**src/hdl/sphb_pkg.sv**
```systemverilog
// Shared types and constants for the space packet header builder.
package sphb_pkg;

  localparam int unsigned MaxBytes  = 11;
  localparam int unsigned ByteIdxW  = 4;
  localparam int unsigned ApidW     = 11;
  localparam int unsigned OptW      = 3;
  localparam int unsigned NameW     = 14;
  localparam int unsigned PfieldW   = 8;
  localparam int unsigned CfgDataW  = 14;
  localparam int unsigned CfgIdxW   = 2;
  localparam int unsigned LengthW   = 16;
  localparam int unsigned TimeW     = 32;
  localparam int unsigned SeqW      = 14;

  localparam logic [7:0]      SeqFlagsUnseg = 8'hC0;
  localparam logic [SeqW-1:0] SeqReset      = 14'd1;
  localparam logic [7:0]      SecHdrFlag    = 8'h08;

  localparam int unsigned OptPfieldBit    = 0;
  localparam int unsigned OptTimestampBit = 1;
  localparam int unsigned OptFixedNameBit = 2;

  localparam logic [ByteIdxW-1:0] LastIdxPlain  = 4'd5;
  localparam logic [ByteIdxW-1:0] LastIdxStamp  = 4'd9;
  localparam logic [ByteIdxW-1:0] LastIdxPfield = 4'd10;

  typedef enum logic [CfgIdxW-1:0] {
    CfgSourceApid    = 2'd0,
    CfgHeaderOptions = 2'd1,
    CfgPacketName    = 2'd2,
    CfgPfieldCode    = 2'd3
  } cfg_reg_e;

  typedef struct packed {
    logic [ApidW-1:0]   source_apid;
    logic [OptW-1:0]    header_options;
    logic [NameW-1:0]   packet_name;
    logic [PfieldW-1:0] pfield_code;
  } cfg_t;

  typedef struct packed {
    logic [MaxBytes-1:0][7:0] data;
    logic [ByteIdxW-1:0]      last_idx;
  } header_t;

endpackage

```
**src/hdl/sphb_cfg_regs.sv**
```systemverilog
// Configuration register file for the space packet header builder.
module sphb_cfg_regs (
  input  logic                     clk_i,
  input  logic                     rst_ni,
  input  logic                     cfg_we_i,
  input  logic [sphb_pkg::CfgIdxW-1:0]  cfg_index_i,
  input  logic [sphb_pkg::CfgDataW-1:0] cfg_wdata_i,
  output sphb_pkg::cfg_t           cfg_o
);
  import sphb_pkg::*;

  cfg_t cfg_q, cfg_d;

  always_comb begin
    cfg_d = cfg_q;
    if (cfg_we_i) begin
      unique case (cfg_reg_e'(cfg_index_i))
        CfgSourceApid:    cfg_d.source_apid    = cfg_wdata_i[ApidW-1:0];
        CfgHeaderOptions: cfg_d.header_options = cfg_wdata_i[OptW-1:0];
        CfgPacketName:    cfg_d.packet_name    = cfg_wdata_i[NameW-1:0];
        CfgPfieldCode:    cfg_d.pfield_code    = cfg_wdata_i[PfieldW-1:0];
        default:          cfg_d = cfg_q;
      endcase
    end
  end

  always_ff @(posedge clk_i or negedge rst_ni) begin
    if (!rst_ni) begin
      cfg_q <= '0;
    end else begin
      cfg_q <= cfg_d;
    end
  end

  assign cfg_o = cfg_q;

endmodule

```
**src/hdl/sphb_header_gen.sv**
```systemverilog
// Header byte assembly and packet sequence counter.
module sphb_header_gen (
  input  logic                           clk_i,
  input  logic                           rst_ni,
  input  sphb_pkg::cfg_t                 cfg_i,
  input  logic                           accept_i,
  input  logic [sphb_pkg::LengthW-1:0]   payload_length_i,
  input  logic [sphb_pkg::TimeW-1:0]     mission_time_i,
  output sphb_pkg::header_t              header_o
);
  import sphb_pkg::*;

  logic [SeqW-1:0]    seq_q, seq_d;
  logic               stamp, pfield;
  logic [2:0]         sec_len;
  logic [LengthW-1:0] len_field;
  logic [7:0]         b0;

  assign stamp     = cfg_i.header_options[OptTimestampBit];
  assign pfield    = stamp & cfg_i.header_options[OptPfieldBit];
  assign sec_len   = pfield ? 3'd5 : (stamp ? 3'd4 : 3'd0);
  assign len_field = payload_length_i + LengthW'(sec_len) - LengthW'(1);
  assign b0        = {5'd0, cfg_i.source_apid[ApidW-1:8]} | (stamp ? SecHdrFlag : 8'h00);
  assign seq_d     = seq_q + SeqW'(1);

  always_comb begin
    header_o.data    = '0;
    header_o.data[0] = b0;
    header_o.data[1] = cfg_i.source_apid[7:0];
    if (cfg_i.header_options[OptFixedNameBit]) begin
      header_o.data[2] = {2'b00, cfg_i.packet_name[NameW-1:8]};
      header_o.data[3] = cfg_i.packet_name[7:0];
    end else begin
      header_o.data[2] = {2'b00, seq_q[SeqW-1:8]} | SeqFlagsUnseg;
      header_o.data[3] = seq_q[7:0];
    end
    header_o.data[4] = len_field[15:8];
    header_o.data[5] = len_field[7:0];
    if (pfield) begin
      header_o.data[6]  = cfg_i.pfield_code;
      header_o.data[7]  = mission_time_i[31:24];
      header_o.data[8]  = mission_time_i[23:16];
      header_o.data[9]  = mission_time_i[15:8];
      header_o.data[10] = mission_time_i[7:0];
      header_o.last_idx = LastIdxPfield;
    end else if (stamp) begin
      header_o.data[6]  = mission_time_i[31:24];
      header_o.data[7]  = mission_time_i[23:16];
      header_o.data[8]  = mission_time_i[15:8];
      header_o.data[9]  = mission_time_i[7:0];
      header_o.last_idx = LastIdxStamp;
    end else begin
      header_o.last_idx = LastIdxPlain;
    end
  end

  always_ff @(posedge clk_i or negedge rst_ni) begin
    if (!rst_ni) begin
      seq_q <= SeqReset;
    end else if (accept_i) begin
      seq_q <= seq_d;
    end
  end

endmodule

```
**src/hdl/sphb_serializer.sv**
```systemverilog
// Frame register and byte-wide output register that stream the header out.
module sphb_serializer (
  input  logic                            clk_i,
  input  logic                            rst_ni,
  input  logic                            in_valid_i,
  output logic                            in_ready_o,
  input  sphb_pkg::header_t               header_i,
  output logic                            out_valid_o,
  input  logic                            out_ready_i,
  output logic [7:0]                      header_byte_o,
  output logic [sphb_pkg::ByteIdxW-1:0]   byte_index_o,
  output logic                            last_byte_o
);
  import sphb_pkg::*;

  header_t             frame_q;
  logic                frame_valid_q;
  logic [ByteIdxW-1:0] idx_q;
  logic                out_valid_q;
  logic [7:0]          byte_q;
  logic [ByteIdxW-1:0] index_q;
  logic                last_q;
  logic                out_free, move, is_last, accept;

  assign out_free   = !out_valid_q || out_ready_i;
  assign move       = frame_valid_q && out_free;
  assign is_last    = (idx_q == frame_q.last_idx);
  assign in_ready_o = !frame_valid_q || (move && is_last);
  assign accept     = in_valid_i && in_ready_o;

  always_ff @(posedge clk_i or negedge rst_ni) begin
    if (!rst_ni) begin
      frame_valid_q <= 1'b0;
      idx_q         <= '0;
    end else if (accept) begin
      frame_valid_q <= 1'b1;
      idx_q         <= '0;
    end else if (move) begin
      idx_q <= idx_q + ByteIdxW'(1);
      if (is_last) begin
        frame_valid_q <= 1'b0;
      end
    end
  end

  always_ff @(posedge clk_i) begin
    if (accept) begin
      frame_q <= header_i;
    end
  end

  always_ff @(posedge clk_i or negedge rst_ni) begin
    if (!rst_ni) begin
      out_valid_q <= 1'b0;
    end else if (move) begin
      out_valid_q <= 1'b1;
    end else if (out_ready_i) begin
      out_valid_q <= 1'b0;
    end
  end

  always_ff @(posedge clk_i) begin
    if (move) begin
      byte_q  <= frame_q.data[idx_q];
      index_q <= idx_q;
      last_q  <= is_last;
    end
  end

  assign out_valid_o   = out_valid_q;
  assign header_byte_o = byte_q;
  assign byte_index_o  = index_q;
  assign last_byte_o   = last_q;

endmodule

```
**src/hdl/space_packet_header_builder_core.sv**
```systemverilog
// Top level of the space packet header builder.
//
// Each request transaction carries a payload length and the mission time and
// produces one header of 6, 10 or 11 bytes, one output transaction per byte,
// with last_byte_o set on the final one. The header is built from the
// configuration and the sequence count in the cycle the request is taken and
// held in a frame register, from which one byte a cycle moves into the output
// register while the output is not stalled. The next request is taken in
// the cycle the last byte of the current one leaves the frame register. The
// sequence count starts at 1 after reset and advances on every request. The
// user must write configuration only while idle; the block does not enforce it.
module space_packet_header_builder_core (
  input  logic                           clk_i,
  input  logic                           rst_ni,
  input  logic                           cfg_we_i,
  input  logic [sphb_pkg::CfgIdxW-1:0]   cfg_index_i,
  input  logic [sphb_pkg::CfgDataW-1:0]  cfg_wdata_i,
  input  logic                           in_valid_i,
  output logic                           in_ready_o,
  input  logic [sphb_pkg::LengthW-1:0]   payload_length_i,
  input  logic [sphb_pkg::TimeW-1:0]     mission_time_i,
  output logic                           out_valid_o,
  input  logic                           out_ready_i,
  output logic [7:0]                     header_byte_o,
  output logic [sphb_pkg::ByteIdxW-1:0]  byte_index_o,
  output logic                           last_byte_o
);
  import sphb_pkg::*;

  cfg_t    cfg;
  header_t header;
  logic    accept;

  assign accept = in_valid_i && in_ready_o;

  sphb_cfg_regs u_cfg_regs (
    .clk_i       (clk_i),
    .rst_ni      (rst_ni),
    .cfg_we_i    (cfg_we_i),
    .cfg_index_i (cfg_index_i),
    .cfg_wdata_i (cfg_wdata_i),
    .cfg_o       (cfg)
  );

  sphb_header_gen u_header_gen (
    .clk_i            (clk_i),
    .rst_ni           (rst_ni),
    .cfg_i            (cfg),
    .accept_i         (accept),
    .payload_length_i (payload_length_i),
    .mission_time_i   (mission_time_i),
    .header_o         (header)
  );

  sphb_serializer u_serializer (
    .clk_i         (clk_i),
    .rst_ni        (rst_ni),
    .in_valid_i    (in_valid_i),
    .in_ready_o    (in_ready_o),
    .header_i      (header),
    .out_valid_o   (out_valid_o),
    .out_ready_i   (out_ready_i),
    .header_byte_o (header_byte_o),
    .byte_index_o  (byte_index_o),
    .last_byte_o   (last_byte_o)
  );

endmodule

```
**config.mk**
```make
export PLATFORM = sky130hd
export DESIGN_NAME = space_packet_header_builder_core
export DESIGN_NICKNAME = d
export VERILOG_FILES = /design/src/hdl/sphb_pkg.sv /design/src/hdl/sphb_cfg_regs.sv /design/src/hdl/sphb_header_gen.sv /design/src/hdl/sphb_serializer.sv /design/src/hdl/space_packet_header_builder_core.sv
export SDC_FILE = /design/constraint.sdc
export NUM_CORES = 1
export LEC_CHECK = 0
export ABC_AREA = 1
export ABC_CLOCK_PERIOD_IN_PS = 5100
export BUFFER_PORTS_ARGS = -buffer_cell sky130_fd_sc_hd__buf_2
export CAP_MARGIN = 20
export CORE_MARGIN = 4
export CORE_UTILIZATION = 60
export CTS_BUF_LIST = sky130_fd_sc_hd__clkbuf_8
export DETAILED_ROUTE_END_ITERATION = 10
export PLACE_DENSITY = 0.78
export SLEW_MARGIN = 20
export SYNTH_ARGS = -nofsm -noshare
export SYNTH_HDL_FRONTEND = slang
export SYNTH_SLANG_ARGS = --single-unit
```
**constraint.sdc**
```tcl
create_clock -name clk_i -period 5.1 [get_ports clk_i]
set_input_delay 0.765 -clock clk_i [delete_from_list [all_inputs] [get_ports clk_i]]
set_output_delay 0.765 -clock clk_i [all_outputs]
set_load 0.01 [all_outputs]
```
==> impl_results.md, run 1 <==
- Comb pwr share: between 20 and 30%
- Routability Congestion: slightly below 0.9
- Final min period: about 3.1 ns
- Seq pwr share: 49.3%
- Number of global-route vias before repair: 5,652
- Max-slew violation count: 0
- Die ar.: ~15,000 sq um
- Setup Skew: between 0.01 and 0.015 ns
- Die height: around 120 microns
- Routed vias: around 6,000
- Cts hold-fix bufs: 0
- Slowest stage delay, CP: around 0.65 ns
- Gr usage total: a little under a quarter
- Crit-path cells: inv_2 > nand2_1 > nand2_1 > nor2_1 > nand3_1 > nand2_4 > nand2_4 > clkinv_2 > buf_4
- Relative slew slack: between 30% and 40%
- Period utilization: 59.95%
- Pwr/cell area: between 400 and 500 nW/um^2
- Avg Inst Size Synth: approximately 9.0 sq um
- CP max stage cell: dfrtp_1
- Net Count, Synth: about 940
- Final worst setup slack: ~2.0 ns
- Port bufs: 83
- Top Ports: 84
- Detailed placer's ending HPWL: between 10,000 and 15,000 microns
- Initial antenna violation count: 0
- CTS H-tree depth: 4
- Worst-case clock buffer depth: 2
- Final wirelength: 16,420 microns
- CP delay by family, top: buffers and inverters
- 1st-iter DRT viols: 501
- F_max: 0.3271 GHz
- CP endpoint kind: flip-flop
- Switching Share: roughly 34%
- Gr ovfl total: 0
- Number of enable flip-flop cells after synthesis: 100
- Post-synthesis sequential area ratio: 57.27%
- # rows: 41
- Syn Inst Count: ~850
- Layout cells sized above 1: around 14%
- CP bufs+invs: 3
- DR WL/cell: between 10 and 15 microns
- Clock Root Buffer: clkbuf_8
- Setup CP Type: reg2reg
- Yosys warns: 0
- RSZ-0062 raised after global routing: false
- Critical path data arrival time: around 3.2 ns
- Core Area: between 10,000 and 15,000 sq um
- Switching power of the nets: between 0.001 and 0.0015 W
- CTS resizes: 0
- Via density per instance: between 5 and 6
- CTS tree: built
- Drt drc: 0
- Chip width: ~120 microns
- VDD IR max: 0.2730 mV
- Max-cap violations: 0
- Post-Route Hold Slack: about 0.44 ns
- Run status: finished clean
- Clock insertion delay at the later pin of the skew report: roughly 0.46 ns
- Starting Density: about three fifths
- Clock transition at path regs: roughly 0.08 ns
- Number of fill cells: between 1,000 and 1,500
- Setup bufs post-CTS: 0
- Startpoint Class: flip-flop
- Antenna-violating nets left: 0
- Largest net degree at the start of global routing: 57
- Post-synthesis register bit count: around 160
- Num Clock Sinks: ~160
- P_leak: 4.016 nW
- Mapped cell area: 7692 sq um
- CP required: ~5.2 ns
- Core Util, Final: 68.42%
- Critical Path Fanout Max: 50
- Hold Vio Cnt, Final: 0
- Final setup viols: 0
- Setup TNS Final: 0 ns
- First-pass GRT wire length: approximately 27,000 microns
- Post-synth ARST share: 35.90%
- Cts bufs inserted: 17
- Worst-Margin Slew: between 0.9 and 1 ns
- Clock power frac: between 20% and 30%
- Synth unique cells: 30
- N_diodes: 0
- Hold crit path type: in2async
- Worst slack, placed: 1.572 ns
- Drt pass-1 iters: 6
- Area Overhead vs Synth: 11.79%
- Internal: around 0.0025 W
- Nets: 1,021
- Main flop type after synthesis: edfxtp_1
[final cells by class]
type                            instances  area, sq um  area share (%)
Timing Repair Buffer                   89        460.4           5.354
Sequential cell                       156         4405           51.23
Inverter                              119        447.9           5.209
Clock inverter                         14        115.1           1.339
Multi-Input combinational cell        550         2708           31.49
Tap cell                              172        215.2           2.503
Clock buffer                           18        247.7           2.881
[power groups by stage]
stage / clock (W) / combinational, W / sequential (W)
6_report: 0.000853 / 0.00108 / 0.00188
2_1_floorplan: 0 / 0.000755 / 0.00187
4_1_cts: 0.000866 / 0.00108 / 0.00188
3_5_place_dp: 0 / 0.00108 / 0.00190
3_3_place_gp: 0 / 0.00105 / 0.00190
5_1_grt: 0.000921 / 0.00123 / 0.00191
[state kept, by name, summed over array words and instances (netlist names)]
| name | count |
|---|---|
| u_header_gen.seq_q | 14 |
| u_serializer.last_byte_o | 1 |
| u_serializer.idx_q | 4 |
| u_cfg_regs.cfg_o | 36 |
| u_serializer.frame_valid_q | 1 |
| u_serializer.byte_index_o | 4 |
| u_serializer.frame_q | 87 |
| u_serializer.out_valid_o | 1 |
| u_serializer.header_byte_o | 8 |
[cell usage after synthesis (10+ instances only)]
cell type	instances	share of area, %
o22ai_1	24	2.0
inv_1	114	5.6
clkbuf_1	19	0.93
nand3_1	49	3.2
xor2_1	16	1.8
a21oi_1	10	0.65
dfrtp_1	55	18
nand4_1	22	1.8
edfxtp_1	100	39
o21ai_0	80	5.2
ha_1	18	2.9
nand2_1	232	11
nor2_1	77	3.8
[layout by cell type, fill, tap and decap left out, types with 3 or more instances in the layout]
cell,n
nand2_1,232
nand3_1,49
inv_2,4
nand4_1,22
o22ai_1,24
buf_2,83
mux2_2,3
a2bb2oi_1,7
nor2_1,77
o21ai_0,80
dfrtp_1,55
buf_4,6
inv_1,118
xor2_1,16
clkinv_2,7
clkbuf_8,18
edfxtp_1,100
ha_1,18
a21oi_1,10
[worst paths after layout]
check / depth (start not counted) / startpoint / to / slack (ns)
min: 2 / rst_ni / u_header_gen.seq_q[3]$_DFFE_PN0P_ / 0.44
max in group asynchronous: 2 / rst_ni / u_cfg_regs.cfg_o[25]$_DFFE_PN0P_ / 4.20
min in group clk_i: 0 / u_cfg_regs.cfg_o[27]$_DFFE_PN0P_ / u_serializer.frame_q[14]$_DFFE_PP_ / 0.46
max reg2reg: 9 / u_serializer.idx_q[1]$_DFFE_PN0P_ / u_serializer.frame_q[33]$_DFFE_PP_ / 2.04
min reg2reg: 0 / u_cfg_regs.cfg_o[27]$_DFFE_PN0P_ / u_serializer.frame_q[14]$_DFFE_PP_ / 0.46
max: 9 / u_serializer.idx_q[1]$_DFFE_PN0P_ / u_serializer.frame_q[33]$_DFFE_PP_ / 2.04
[stage by stage]
stage | area [sq um] | total power (W) | std cells
after floorplan | 7692 | 0.002629 | 854
after global placement | 8237 | 0.002949 | 1086
after detailed placement | 8237 | 0.002980 | 1086
after CTS | 8600 | 0.003826 | 1118
after global routing | 8600 | 0.004057 | 1118
final | 8600 | 0.003815 | 1118
[cell families (layout without fill, tap and decap cells)]
| logic type | after synthesis | count (layout) | synth area share [%] |
|---|---|---|---|
| AND/OR/NAND/NOR | 388 | 388 | 20.82 |
| flip-flops | 156 | 156 | 57.27 |
| buffers and inverters | 148 | 240 | 7.531 |
| AO/OA/AOI/OAI | 122 | 122 | 8.702 |
| adder cells (fa/ha/maj) | 19 | 19 | 3.188 |
| XOR/XNOR | 18 | 18 | 2.049 |
| multiplexers | 3 | 3 | 0.4391 |
[layer usage]
| metal | global-route usage (%) | vias up | routed length [microns] |
|---|---|---|---|
| li1 | - | 2978 | - |
| met3 | 5.408 | 34 | 959 |
| met1 | 31.72 | 2779 | 7001 |
| met2 | 38.87 | 212 | 8104 |
| met4 | 7.913 | 0 | 351 |
| met5 | 0 | - | 0 |
Note: power is estimated with default switching activity, not from simulation.
==> run 2, diff against run 1 <==
ABC_CLOCK_PERIOD_IN_PS = 3100   (was 5100)
clock period = 3.1 ns   (was 5.1 ns; I/O delays follow)
==> impl_results.md, run 2 (same netlist as run 1, synthesis figures left out) <==
- Run status: finished clean (unchanged)
- Gr usage total: 24.75% (was 23.76%)
- Max-cap violations: 0 (unchanged)
- Setup TNS Final: 0 ns (unchanged)
- Cts bufs inserted: 17 (unchanged)
- Layout cells sized above 1: 14.08% (was 13.53%)
- Num Clock Sinks: 156 (unchanged)
- F_max: about 0.38 GHz
- Period utilization: a little over four fifths
- Final wirelength: 16,740 microns (was 16,420 microns)
- Number of fill cells: 1,025 (was 1,030)
- Via density per instance: 5.298 (was 5.369)
- Starting Density: 61.20% (unchanged)
- DR WL/cell: 14.90 microns (was 14.68 microns)
- First-pass GRT wire length: 28,080 microns (was 26,940 microns)
- Port bufs: 83 (unchanged)
- Setup bufs post-CTS: 0 (unchanged)
- CP endpoint kind: output port (was flip-flop)
- Final min period: around 2.6 ns
- Core Util, Final: 69.46% (was 68.42%)
- Switching power of the nets: 0.002217 W (was 0.001296 W)
- Clock power frac: 23.9% (was 22.4%)
- Gr ovfl total: 0 (unchanged)
- CP required: 2.63 ns (was 5.23 ns)
- Max-slew violation count: 0 (unchanged)
- Biggest register: u_serializer.frame_q (unchanged)
- Most common cell after layout, fill and taps aside: nand2_1 (unchanged)
- Drt pass-1 iters: 7 (was 6)
- Most frequent cells in the layout: nand2_1 (232), inv_1 (115), edfxtp_1 (100), buf_2 (83), o21ai_0 (80) (was nand2_1 (232), inv_1 (118), edfxtp_1 (100), buf_2 (83), o21ai_0 (80))
- RSZ-0062 raised after global routing: false (unchanged)
- Drt drc: 0 (unchanged)
- Multi-input combinational cell area: 2708 sq um (unchanged)
- Worst-case clock buffer depth: 2 (unchanged)
- Seq pwr share: 47.5% (was 49.3%)
- Nets: 1,027 (was 1,021)
- Max reg flops: 87 (unchanged)
- Hold crit path type: in2reg (was in2async)
- Antenna-violating nets left: 0 (unchanged)
- Pwr/cell area: 742.7 nW/um^2 (was 443.6 nW/um^2)
- CTS H-tree depth: 4 (unchanged)
- 1st-iter DRT viols: 471 (was 501)
- Chip width: 121.2 microns (unchanged)
- Register area: 4405 sq um (unchanged)
- Internal: 0.004267 W (was 0.002518 W)
- P_leak: 4.038 nW (was 4.016 nW)
- Hold Vio Cnt, Final: 0 (unchanged)
- Critical Path Fanout Max: 17 (was 50)
- Clock Root Buffer: clkbuf_8 (unchanged)
- Largest net degree at the start of global routing: 36 (was 57)
- Comb pwr share: 28.6% (was 28.4%)
- Switching Share: 34.19% (was 33.99%)
- Relative slew slack: 45.70% (was 35.94%)
- Worst-Margin Slew: 0.8125 ns (was 0.9586 ns)
- Core Area: 12,570 sq um (unchanged)
- Clock insertion delay at the later pin of the skew report: 0.46 ns (about the same)
- Setup Skew: 0.01010 ns (was 0.01324 ns)
- Initial antenna violation count: 0 (unchanged)
- Area Overhead vs Synth: 13.48% (was 11.79%)
- # rows: 41 (unchanged)
- Final setup viols: 0 (unchanged)
- Setup CP Type: reg2out (was reg2reg)
- Number of global-route vias before repair: 5,745 (was 5,652)
- Die ar.: 14,700 sq um (unchanged)
- Startpoint Class: flip-flop (unchanged)
- Die height: 121.2 microns (unchanged)
- Routed vias: 5,955 (was 6,003)
- VDD IR max: 0.4324 mV (was 0.2730 mV)
- Top Ports: 84 (unchanged)
- N_diodes: 0 (unchanged)
- Critical path data arrival time: 2.15 ns (was 3.19 ns)
- Clock transition at path regs: 0.08 ns (about the same)
- CTS resizes: 0 (unchanged)
- CTS tree: built (unchanged)
- Detailed placer's ending HPWL: 12,360 microns (was 11,840 microns)
- Routability Congestion: 0.8844 (was 0.8757)
[run 2: cell count changes in the layout (fill, tap and decap cells not counted), moves of 2 or more]
cell	delta
buf_12	+3
buf_4	+2
clkinv_1	+2
clkinv_2	-7
clkinvlp_4	+3
inv_1	-3
inv_6	+3
[run 2: area by class of cell]
type                    instances  share of cell area [%]
well taps                     172                   2.465
clock inverters                15                   1.964
flip-flops and latches        156                   50.47
clock buffers                  17                   2.680
inverters                     119                   5.160
multi-input cells             550                   31.02
repair buffers                 95                   6.249
[run 2: critical path, cell delays in order (launching register included)]
cell and delay, ns:
dfrtp_1 0.65, inv_2 0.25, nand2_1 0.11, nand2_1 0.07, nor2_1 0.10, nand3_1 0.12
nand2_4 0.20, buf_2 0.18
[run 2: timing repair]
action / 4_1_cts / 5_1_grt
hold buffers: 1 / 0
hold endpoints to repair: 21 / 0
endpoints found under the setup margin: 0 / 0
[run 2: stage by stage]
| stage | setup slack (ns) | cell area (sq um) | instances | hold slack, ns | power [W] |
|---|---|---|---|---|---|
| after global routing | 0.2911 | 8730 | 1124 | 0.2296 | 0.006906 |
| after floorplan | 0.1379 | 7696 | 854 | 0.1694 | 0.004321 |
| after detailed placement | 0.5371 | 8314 | 1091 | 0.4331 | 0.004973 |
| final | 0.4824 | 8730 | 1124 | 0.2272 | 0.006484 |
| after CTS | 0.4539 | 8730 | 1124 | 0.2085 | 0.006509 |
| after global placement | 0.6212 | 8314 | 1091 | 0.4345 | 0.004914 |
[run 2: routing by layer]
layer	vias to the layer above	GRT usage [%]	routed length, microns
li1	2989	-	-
met1	2754	33.35	7199
met4	0	8.754	371
met3	28	4.242	902
met2	184	40.92	8270
met5	-	0	0
[run 2: worst paths after layout]
path                                              startpoint                            endpoint  slack [ns]  depth (start not counted)
hold reg to reg             u_cfg_regs.cfg_o[25]$_DFFE_PN0P_  u_serializer.frame_q[12]$_DFFE_PP_        0.46                          0
setup reg to reg           u_serializer.idx_q[1]$_DFFE_PN0P_  u_serializer.frame_q[49]$_DFFE_PP_        0.53                          9
hold / removal                               cfg_wdata_i[13]    u_cfg_regs.cfg_o[21]$_DFFE_PN0P_        0.23                          2
max in group asynchronous                             rst_ni    u_cfg_regs.cfg_o[15]$_DFFE_PN0P_        1.98                          3
min in group asynchronous                             rst_ni    u_cfg_regs.cfg_o[21]$_DFFE_PN0P_        0.49                          2
setup / recovery           u_serializer.idx_q[1]$_DFFE_PN0P_                          in_ready_o        0.48                          7
[run 2: power groups by stage]
stage               registers [W]  logic (W)  clock network, W
finish                    0.00308    0.00185           0.00155
global route              0.00314    0.00210           0.00167
CTS                       0.00308    0.00186           0.00157
detailed placement        0.00313    0.00185                 0
global placement          0.00311    0.00181                 0
floorplan                 0.00308    0.00124                 0
